## src/hdl/b37nu_pkg.sv

```systemverilog
package b37nu_pkg;

  localparam int unsigned MAX_DIGITS  = 13;
  localparam int unsigned DIG_IDX_W   = $clog2(MAX_DIGITS);
  localparam int unsigned NAME_W      = 64;
  localparam int unsigned CHUNK_W     = 16;
  localparam int unsigned NUM_CHUNKS  = NAME_W / CHUNK_W;
  localparam int unsigned CHUNK_IDX_W = $clog2(NUM_CHUNKS);
  localparam int unsigned DIGIT_W     = 6;
  localparam int unsigned CHAR_W      = 7;
  localparam int unsigned RADIX       = 37;

  // Partial dividend is remainder:chunk, always below RADIX * 2**CHUNK_W.
  localparam int unsigned PDIV_W      = DIGIT_W + CHUNK_W;
  localparam int unsigned RECIP_SHIFT = 27;
  localparam int unsigned RECIP_W     = 22;
  localparam logic [RECIP_W-1:0] RECIP = RECIP_W'(((64'd1 << RECIP_SHIFT) + RADIX - 1) / RADIX);

  localparam logic [CHAR_W-1:0] CH_SPACE = 7'd32;
  localparam logic [CHAR_W-1:0] CH_ZERO  = 7'd48;
  localparam logic [CHAR_W-1:0] CH_UPPER = 7'd65;
  localparam logic [CHAR_W-1:0] CH_LOWER = 7'd97;
  localparam logic [DIGIT_W-1:0] FIRST_NUM_DIGIT = 6'd27;

  typedef enum logic [1:0] {
    ST_CHAR    = 2'd0,
    ST_EMPTY   = 2'd1,
    ST_INVALID = 2'd2
  } status_e;

  typedef struct packed {
    logic                   load;
    logic                   div_step;
    logic [CHUNK_IDX_W-1:0] chunk_idx;
    logic                   digit_wr;
    logic [DIG_IDX_W-1:0]   digit_idx;
    logic                   emit;
    logic                   emit_first;
    logic                   emit_last;
    logic                   special;
    status_e                special_status;
  } cmd_t;

  typedef struct packed {
    logic in_neg;
    logic in_zero;
    logic quot_zero;
  } dp_status_t;

  function automatic logic [CHAR_W-1:0] digit_to_char(input logic [DIGIT_W-1:0] d,
                                                      input logic upper);
    logic [CHAR_W-1:0] c;
    if (d == '0) begin
      c = CH_SPACE;
    end else if (d >= FIRST_NUM_DIGIT) begin
      c = CH_ZERO + CHAR_W'(d - FIRST_NUM_DIGIT);
    end else begin
      c = (upper ? CH_UPPER : CH_LOWER) + CHAR_W'(d - 6'd1);
    end
    return c;
  endfunction

endpackage

```

## src/hdl/b37nu_ctrl.sv

```systemverilog
module b37nu_ctrl
  import b37nu_pkg::*;
(
  input  logic       clk_i,
  input  logic       rst_ni,
  input  logic       start_i,
  input  dp_status_t dp_status_i,
  output cmd_t       cmd_o,
  output logic       busy_o
);

  typedef enum logic [1:0] {
    S_IDLE,
    S_DIV,
    S_EMIT
  } state_e;

  state_e                 state_q, state_d;
  logic [CHUNK_IDX_W-1:0] chunk_q, chunk_d;
  logic [DIG_IDX_W-1:0]   count_q, count_d;
  logic [DIG_IDX_W-1:0]   pos_q, pos_d;

  always_comb begin
    state_d = state_q;
    chunk_d = chunk_q;
    count_d = count_q;
    pos_d   = pos_q;
    cmd_o   = '0;
    cmd_o.special_status = ST_CHAR;
    unique case (state_q)
      S_IDLE: begin
        if (start_i) begin
          if (dp_status_i.in_neg) begin
            cmd_o.special        = 1'b1;
            cmd_o.special_status = ST_INVALID;
          end else if (dp_status_i.in_zero) begin
            cmd_o.special        = 1'b1;
            cmd_o.special_status = ST_EMPTY;
          end else begin
            cmd_o.load = 1'b1;
            chunk_d    = CHUNK_IDX_W'(NUM_CHUNKS - 1);
            count_d    = '0;
            state_d    = S_DIV;
          end
        end
      end
      S_DIV: begin
        cmd_o.div_step  = 1'b1;
        cmd_o.chunk_idx = chunk_q;
        cmd_o.digit_idx = count_q;
        if (chunk_q == '0) begin
          // The remainder of the lowest chunk is the next digit.
          cmd_o.digit_wr = 1'b1;
          count_d        = count_q + 1'b1;
          if (dp_status_i.quot_zero) begin
            pos_d   = count_q;
            state_d = S_EMIT;
          end else begin
            chunk_d = CHUNK_IDX_W'(NUM_CHUNKS - 1);
          end
        end else begin
          chunk_d = chunk_q - 1'b1;
        end
      end
      S_EMIT: begin
        cmd_o.emit       = 1'b1;
        cmd_o.digit_idx  = pos_q;
        cmd_o.emit_first = (pos_q == count_q - 1'b1);
        cmd_o.emit_last  = (pos_q == '0);
        if (pos_q == '0) begin
          state_d = S_IDLE;
        end else begin
          pos_d = pos_q - 1'b1;
        end
      end
      default: begin
        state_d = S_IDLE;
      end
    endcase
  end

  always_ff @(posedge clk_i or negedge rst_ni) begin
    if (!rst_ni) begin
      state_q <= S_IDLE;
      chunk_q <= '0;
      count_q <= '0;
      pos_q   <= '0;
    end else begin
      state_q <= state_d;
      chunk_q <= chunk_d;
      count_q <= count_d;
      pos_q   <= pos_d;
    end
  end

  assign busy_o = (state_q != S_IDLE);

endmodule

```

## config.mk

```make
export PLATFORM = sky130hd
export DESIGN_NAME = b37nu_ctrl
export DESIGN_NICKNAME = d
export VERILOG_FILES = /design/src/hdl/b37nu_pkg.sv /design/src/hdl/b37nu_ctrl.sv
export SDC_FILE = /design/constraint.sdc
export NUM_CORES = 1
export LEC_CHECK = 0
export BUFFER_PORTS_ARGS = -buffer_cell sky130_fd_sc_hd__buf_2
export CORE_MARGIN = 2
export CORE_UTILIZATION = 48
export DETAILED_ROUTE_END_ITERATION = 10
export PLACE_DENSITY = 0.74
export SYNTH_ARGS = -nofsm -noshare
export SYNTH_HDL_FRONTEND = slang
export SYNTH_SLANG_ARGS = --single-unit
```

## constraint.sdc

```tcl
create_clock -name clk_i -period 1.6 [get_ports clk_i]
set_clock_uncertainty 0.05 [all_clocks]
set_input_delay 0.32 -clock clk_i [delete_from_list [all_inputs] [get_ports clk_i]]
set_output_delay 0.32 -clock clk_i [all_outputs]
set_load 0.05 [all_outputs]
```

==> results of run 1 <==
==> metrics by stage <==
| stage | worst slack [ns] | hold slack [ns] | util [%] | TNS (ns) |
|---|---|---|---|---|
| 2_1_floorplan | -0.499 | -0.0256 | - | -3.06 |
| 3_3_place_gp | -0.271 | 0.173 | 81.3 | -1.62 |
| 3_5_place_dp | -0.338 | 0.170 | 81.3 | -2.00 |
==> Yosys cell counts, drive strengths merged, types with 4 or more instances <==
master	instances	share of area, %
inv	14	5.0
dfrtp	12	28
nand2	11	3.9
ha	9	11
nor2	9	3.2
a31oi	5	3.0
nor2b	5	3.0
nor3	5	2.4
a21oi	4	1.9
a22oi	4	2.8
clkbuf	4	1.4
o21ai	4	3.0
o22ai	4	2.4
xnor2	4	3.3
==> logic make-up after synthesis <==
group           share of synthesized area, %
flops                                   28.4
mux                                     4.26
fa+ha+maj                               10.7
simple gates                            19.3
xor+xnor                                4.14
compound gates                          24.6
buf+inv                                 8.64
==> results.md, run 1 <==
- The count of state elements after synthesis is 12.
- The floorplan step set the die height to slightly above 50 um.
- The placement row count is 16.
- The maximum count of clock buffers along a single path is 2.
- The total half-perimeter wirelength after legalization and detailed placement is 2280 um.
- Routability-driven placement finished with a final weighted congestion of 0.811.
- The run ended at clock tree synthesis.
- When the netlist entered floorplanning its net count stood at 140.
- The primary flip-flop cell chosen by synthesis mapping is dfrtp_1.
- Once the clock tree was built, the setup fixing pass inserted 12 buffers.
- The instance count of the mapped netlist is about 130.
- The die width is 50.9 um.
- The run stopped with a tool error.
- In this run the tool buffered the top-level ports with 21 buffer cells.
- The tool reported: "[ERROR DPL-0038] Utilization greater than 100%, impossible to legalize".
- In this run the count of I/O pins placed on the die edge is 22.
- In this run the number of H-tree levels came out at 1.
- After detailed placement, the design holds a cell count of 200.
- Summing the sequential cell areas from Yosys gives between 20 and 30% of the chip area.
- The mean area per synthesized cell is roughly 8.5 um^2.
- After clock tree synthesis, the flow added hold-fix buffers numbering 1.
- During synthesis, Yosys emitted a total of 0 warnings.
- The number of gates resized after CTS was 64.
- The tree is rooted in a clkbuf_4.
- The async set or reset register ratio after synthesis is 100%.
- Yosys mapped a number of flops with a built-in enable equal to 0.
- The clock net in this run drives a total of 12 sinks.
- The post-place instance area is 1640 um^2.
- In this run, distinct cell masters in the synthesized netlist total 37.
- Summing every instance area after synthesis gives 1060 um^2.
- Buffers inserted during clock tree synthesis total 3.
- The starting density of the core is 52.3%.
==> run 2, diff against run 1 <==
Settings changed: CORE_AREA from default to 2 2 63 65, CORE_MARGIN 2 to default, CORE_UTILIZATION 48 to default, DIE_AREA from default to 0 0 65 67, PLACE_DENSITY 0.74 to default, PLACE_DENSITY_LB_ADDON from default to 0.15.
Clock period 1.6 ns to 2.1 ns, I/O delays scaled along.
==> run 2 against run 1 <==
  * The flow now finishes, with violations (negative setup slack)
  * Area after synthesis did not move
  * Synthesized cell count did not move
==> results.md, run 2 <==
- The proportion of total power due to net switching is 51.1%.
- The worst reg-to-reg path cell count is 6.
- The sequential element share of the synthesized area is 28.4% (unchanged).
- Across the run, the number of max-cap violations was 0.
- Per report_power, the clock group accounts for 7.8% of the total.
- The post-synthesis cell type count is 37 (unchanged).
- The post-placement worst setup slack is 0.00278 ns (was -0.338 ns).
- The smallest clock period supported by the final layout is computed as 2.11 ns.
- The largest single stage delay on the critical path is 0.37 ns.
- The net count of the mapped netlist is 140 (unchanged).
- The final RePlAce weighted congestion was 0.793 (was 0.811).
- The cell taking the most area after synthesis is dfrtp_1 (unchanged).
- The most used standard cell by instance count after synthesis is inv_1 (unchanged).
- The I/O pin count is 22 (unchanged).
- The height of the die is 67 um (was 50.9 um).
- The total overflow reported by the global router is 0.
- The clock slew seen by the registers of the worst setup and hold paths is 0.06 ns.
- The analysis attributes to net switching a power of 1470 uW.
- The critical path is of the reg2out type.
- Data on the critical path is required at its endpoint by 1.63 ns.
- The leakage power summed over all cells is 0.000693 uW.
- The overall die area is 4360 um^2.
- The post-place instance area came to 1400 um^2 (was 1640 um^2).
- The number of levels in the clock H-tree is 1 (unchanged).
- For the worst-skew pair, the clock arrives at the later sink with an insertion delay of 0.25 ns.
- The total setup violations reported at the end of the flow is 1.
- The number of synthesized flops with an enable pin is 0 (unchanged).
- The number of clock buffers inserted by TritonCTS is 3 (unchanged).
- The number of inserted filler cells in the final layout is 359.
- The transition at the pin with the smallest max-transition slack is 0.325 ns.
- TritonCTS built the clock tree.
- The total half-perimeter wirelength after legalization and detailed placement was 2280 um (about the same).
- The number of antenna diodes in the final layout is 0.
- The worst setup margin is -0.0133 ns.
- The pin count of the biggest net entering global routing is 13.
- The largest registers in the layout are count_q (4), pos_q (4).
- The final layout contains routed wiring with a total length of a little under 3000 um.
- The checks that failed: negative setup slack.
- The starting density of the core is 29.3% (was 52.3%).
- The share of post-route cells with drive strength above 1 is 44.6%.
- The core area is 3610 um^2.
- The count of input and output buffers is 21 (unchanged).
- The maximum VDD drop is around 740 uV.
- The relative max-transition margin is 78.3%.
- The count of state elements after synthesis came to 12 (unchanged).
- The via count is 1015.
- The placement row count was 22 (was 16).
- The hold buffer count at cts is 0 (was 1).
- The cell area after synthesis is 1060 um^2 (unchanged).
- Dividing the final minimum period by the clock period gives 101%.
- The number of global-route vias before repair is 958.
- Dividing the detail-routed via count by the number of cells gives ~5.0.
- The combinational fraction of design power is about three quarters.
- Data arrives at the worst endpoint at 1.64 ns.
- The initial antenna violation count is 0.
- The share of the synthesized area in the top cell type was 28.4% (unchanged).
- With fillers left out, the area of the finished cells amounts to ~1600 um^2.
- The primary flip-flop cell chosen by synthesis mapping is dfrtp_1 (unchanged).
- The maximum count of clock buffers along a single path was 2 (unchanged).
- Dividing the detail-routed wire length by the instance count gives 14.4 um.
- Dividing total power by cell area gives a power density of 1830 nW/um^2.
- The die width was 65 um (was 50.9 um).
- The number of design-rule violations left by the first detailed-router iteration is 30.
- The slowest stage of the critical path is the dfrtp_1 cell.
- The worst setup path is launched from a flop.
- In the final layout, flip-flops and latches occupy 300 um^2.
- The cell chosen for the clock root is clkbuf_8 (was clkbuf_4).
- The internal power is 1410 uW.
- The mean area per synthesized cell is 8.46 um^2 (unchanged).
- STA classifies the critical path endpoint as an output port.
- In the final layout, the multi-input gates occupy 860 um^2.
- The async set or reset register ratio after synthesis is 100% (unchanged).
- Of all nets on the critical path, the largest fanout is 5.
- The share of total power in sequential cells is 15.6%.
- The first global-routing pass estimated 4710 um of wire.
- Cell types occupying the most area after synthesis: dfrtp_1 (28%), ha_1 (11%), inv_1 (5.0%) (unchanged).
- Most common library cells after synthesis: inv_1 (14), dfrtp_1 (12), nand2_1 (11) (unchanged).
- Run status: finished, violations left (was did not finish).
- The clock sink total is 12 (unchanged).
- The aggregate global-route resource usage is approximately 15%.
- For this run, design rule violations remaining after detail routing come to 0.
- Leaving out fill and tap cells, the most frequent cell in the layout is buf_4.
- The number of nets still failing antenna checks after routing is 0.
- The highest clock frequency the design can meet is 473 MHz.
- The instance count of the mapped netlist is 125 (unchanged).
- The number of synthesis warnings is 0 (unchanged).
- The critical path goes through buf_4 > nor3_4 > xnor2_2 > a2111oi_4 > buf_6.
- The area growth from synthesis to layout is 48.5%.
- The worst min-delay path category is in2async.
- For this run, the detailed router's first-pass iteration total came to 4.
- The hold violation total from the final report was 0.
- The number of nets in the layout is 174.
- The top cell types in the final layout, fill and taps aside, are buf_4 (16), buf_2 (13), inv_1 (12), dfrtp_1 (12), nand2_1 (10).
- Setup repair after global routing could not meet its margin everywhere.
- The count of pins over their slew limit is 0.
[run 2: kinds of logic after synthesis]
group	Yosys count	share of synthesized area [%]
AO/OA/AOI/OAI	33	24.6
XOR/XNOR	5	4.14
adder cells (fa/ha/maj)	9	10.7
buffers and inverters	21	8.64
flip-flops	12	28.4
multiplexers	4	4.26
AND/OR/NAND/NOR	41	19.3
[run 2: cell type report]
class | count | area share [%]
inverter | 14 | 3.35
timing repair buffer | 36 | 16.3
clock buffer | 3 | 2.63
sequential | 12 | 19.1
multi-input combinational | 92 | 54.7
tap | 48 | 3.82
[run 2: critical path: cells and delay by family, from the launching register on]
family	cells	cell delay, ns
AND/OR/NAND/NOR	1	0.21
AO/OA/AOI/OAI	1	0.34
XOR/XNOR	1	0.12
buffers and inverters	2	0.36
flip-flops	1	0.37
[run 2: power groups by stage]
| stage | clock network [uW] | logic, uW | registers, uW |
|---|---|---|---|
| global placement | 0 | 1940 | 437 |
| finish | 224 | 2200 | 449 |
| global route | 241 | 2380 | 463 |
| floorplan | 0 | 1500 | 468 |
| detailed placement | 0 | 1990 | 436 |
| CTS | 235 | 2110 | 446 |
[run 2: final timing paths]
kind / from / end / slack, ns
setup reg to reg: state_q[0] / state_q[0] / 0.22
max in group asynchronous: rst_ni / chunk_q[1] / 1.75
setup / recovery: count_q[1] / cmd_o[4] / -0.01
min in group clk_i: dp_status_i[0] / state_q[1] / 0.46
hold reg to reg: state_q[0] / state_q[0] / 0.51
hold / removal: rst_ni / pos_q[3] / 0.01
[run 2: per-stage QoR]
stage / utilization, % / hold WS [ns] / cells / TNS (ns) / total power [uW]
2_1_floorplan: - / 0.0744 / 125 / -0.167 / 1970
3_3_place_gp: 38.9 / 0.284 / 201 / 0 / 2380
3_5_place_dp: 38.9 / 0.285 / 201 / 0 / 2420
4_1_cts: 41.7 / 0.0155 / 204 / -0.147 / 2790
5_1_grt: 43.5 / 0.0239 / 205 / -0.128 / 3090
6_report: 43.5 / 0.00997 / 205 / -0.0133 / 2880
[run 2: what timing repair did]
item / in CTS / in global routing
endpoints found under the setup margin: 10 / 14
gates resized for setup: 11 / 21
pin swaps: 5 / 1
buffers inserted: 0 / 1
[run 2: per-layer routing]
metal  global-route usage, %  share of wire [%]  up-vias
met4                    4.79                1.4        0
met1                    17.4                 43      484
met2                    26.2                 51       21
li1                        -                  -      506
met3                    3.04                3.5        4
met5                       0                  0        -
(Power assumes the default switching activity.)
==> run 3, diff against run 2 <==
Clock period 2.1 ns to 2.5 ns, I/O delays scaled along.
==> run 3 against run 2 <==
  * The flow now finishes without violations
  * Critical path depth is 1 higher
  * Total power is 28% lower
  * Core utilization fell by 6.4 points
  * Sequential power decreased by 10%
  * Die area did not move
  * Non-clock buffer count is 10 lower
  * Register-to-register slack gained 0.38 ns
  * Flip-flop and latch count unchanged
  * Combinational power down 34%
  * Clock power about the same
  * Largest cell class unchanged
  * Largest power group unchanged
==> results.md, run 3 (same netlist as run 2, synthesis figures left out) <==
- Run status: complete, no violations (was finished, violations left).
- The transition at the pin with the smallest max-transition slack came to 0.401 ns (was 0.325 ns).
- The maximum VDD drop is 477 uV (was 737 uV).
- The max-cap check violation count came to 0 (unchanged).
- The number of global-route vias before repair was 928 (was 958).
- Derived from the worst setup path, the maximum achievable clock frequency is 420 MHz.
- Most frequent cells in the layout: buf_2 (20), inv_1 (14), dfrtp_1 (12), nand2_1 (11) (was buf_4 (16), buf_2 (13), inv_1 (12), dfrtp_1 (12), nand2_1 (10)).
- The clock insertion delay at the later pin of the skew report is 0.24 ns (was 0.25 ns).
- The data arrival time at the worst-slack endpoint came to 1.83 ns (was 1.64 ns).
- The total half-perimeter wirelength after legalization and detailed placement is 2130 um (was 2280 um).
- The starting density of the core is 29.3% (unchanged).
- The critical-path maximum fanout is 6 (was 5).
- The height of the die is 67 um (unchanged).
- The number of iterations in the first detailed-routing pass is 4 (unchanged).
- The number of antenna repair diodes was 0 (unchanged).
- The maximum count of clock buffers along a single path was 2 (unchanged).
- The post-route DRC violation count is 0 (unchanged).
- The pin count of the biggest net entering global routing is 13 (unchanged).
- The hold violation total from the final report is 0 (unchanged).
- The post-route cell area was 1340 um^2 (was 1570 um^2).
- The placement row count is 22 (unchanged).
- The routed length per placed instance is 13.8 um (was 14.4 um).
- The number of nets still failing antenna checks after routing is 0 (unchanged).
- The clock slew seen by the registers of the worst setup and hold paths was 0.06 ns (about the same).
- The via count is 974 (was 1015).
- The required time of the critical path is 1.95 ns (was 1.63 ns).
- The hold buffer count at cts came to 0 (unchanged).
- In the finished design, the share of the clock period the worst path needs comes to 95.3%.
- The clock sink total came to 12 (unchanged).
- The worst hold margin is 0.0934 ns (was 0.00997 ns).
- Registers with the most flip-flops: count_q (4), pos_q (4) (unchanged).
- The post-place instance area is 1270 um^2 (was 1400 um^2).
- The number of inserted filler cells in the final layout is 388 (was 359).
- The number of nets in the layout is 164 (was 174).
- The routed design could run at a clock period as short as 2.38 ns.
- The critical path endpoint category is an output port (unchanged).
- The TritonCTS clock tree is done (unchanged).
- The leakage power summed over all cells was 0.000620 uW (was 0.000693 uW).
- The total overflow reported by the global router is 0 (unchanged).
- The number of design-rule violations left by the first detailed-router iteration is 56 (was 30).
- The cell chosen for the clock root is clkbuf_8 (unchanged).
- The die width is 65 um (unchanged).
- The share of post-route cells with drive strength above 1 is 29.1% (was 44.6%).
- The most common cell after layout, fill and taps aside is buf_2 (was buf_4).
- The type of the worst setup path is reg2out (unchanged).
- The I/O pin count came to 22 (unchanged).
- The number of clock buffers inserted by TritonCTS is 3 (unchanged).
- The total setup violations reported at the end of the flow is 0 (was 1).
- The count of pins over their slew limit is 0 (unchanged).
- The area growth from synthesis to layout came to 26.7% (was 48.5%).
- The initial antenna violation count is 0 (unchanged).
- The worst min-delay path category is in2async (unchanged).
- The wire length after detailed routing is 2700 um (was 2950 um).
- The power per standard cell area is 1550 nW/um^2 (was 1830 nW/um^2).
- The relative max-transition margin is 73.3% (was 78.3%).
- The core area is 3610 um^2 (unchanged).
- The overall die area is 4360 um^2 (unchanged).
- The global-route wire length before repair is 4530 um (was 4710 um).
- The count of input and output buffers is 21 (unchanged).
- The startpoint class of the critical path was a flop (unchanged).
- RSZ-0062 raised after global routing: false (was true).
- The number of levels in the clock H-tree is 1 (unchanged).
- The worst reg-to-reg path cell count is 6 (unchanged).
- The via count normalized by instance count is 4.97 (was 4.95).
- The final RePlAce weighted congestion was 0.769 (was 0.793).
- The aggregate global-route resource usage is 13.7% (was 14.6%).
-- run 3: power breakdown --
part	total (uW)	switching, uW	leakage [uW]	internal, uW
clock network	221	82.1	0.0000288	139
registers	404	121	0.000150	283
logic	1460	910	0.000442	547
total	2080	1110	0.000620	969
-- run 3: repair_timing --
action | CTS | global route
gates resized for setup | 0 | 2
endpoints found under the setup margin | 0 | 1
setup buffers | 0 | 0
hold endpoints to repair | 0 | 0
-- run 3: path summary, 6_finish.rpt --
| kind | startpoint | end | slack (ns) |
|---|---|---|---|
| max | count_q[1] | cmd_o[4] | 0.12 |
| min | rst_ni | state_q[0] | 0.09 |
| max reg2reg | state_q[1] | state_q[0] | 0.60 |
| min reg2reg | state_q[0] | state_q[0] | 0.49 |
| max in group asynchronous | rst_ni | pos_q[1] | 2.07 |
| min in group clk_i | state_q[0] | state_q[0] | 0.49 |
-- run 3: cell type report --
cell class                 instances  area (um^2)  share of cell area (%)
sequential                        12          300                    22.4
inverter                          14         52.6                    3.92
tap                               48         60.1                    4.48
multi-input combinational         92          727                    54.2
clock buffer                       4         55.1                    4.11
timing repair buffer              26          145                    10.8
-- run 3: metrics by stage --
stage          cells  TNS [ns]  util [%]  total power [uW]  setup WS, ns
2_1_floorplan    125   -0.0553         -              1530       -0.0553
3_3_place_gp     192         0      35.4              1830         0.308
3_5_place_dp     192         0      35.4              1850         0.281
4_1_cts          196         0      36.9              2090       0.00718
5_1_grt          196         0      37.2              2270       0.00357
6_report         196         0      37.2              2080         0.118
-- run 3: critical path, cell delays in order (launching register included) --
cell and delay [ns]:
dfrtp_1 0.42, inv_1 0.10, ha_1 0.22, xnor2_2 0.21, o211ai_1 0.16, a2111oi_4 0.20, clkbuf_4 0.28
-- run 3: per-layer routing --
layer	global-route usage (%)	routed length (um)
met3	2.03	105
met1	20.0	1330
met5	0	0
met4	3.99	11
met2	20.5	1260
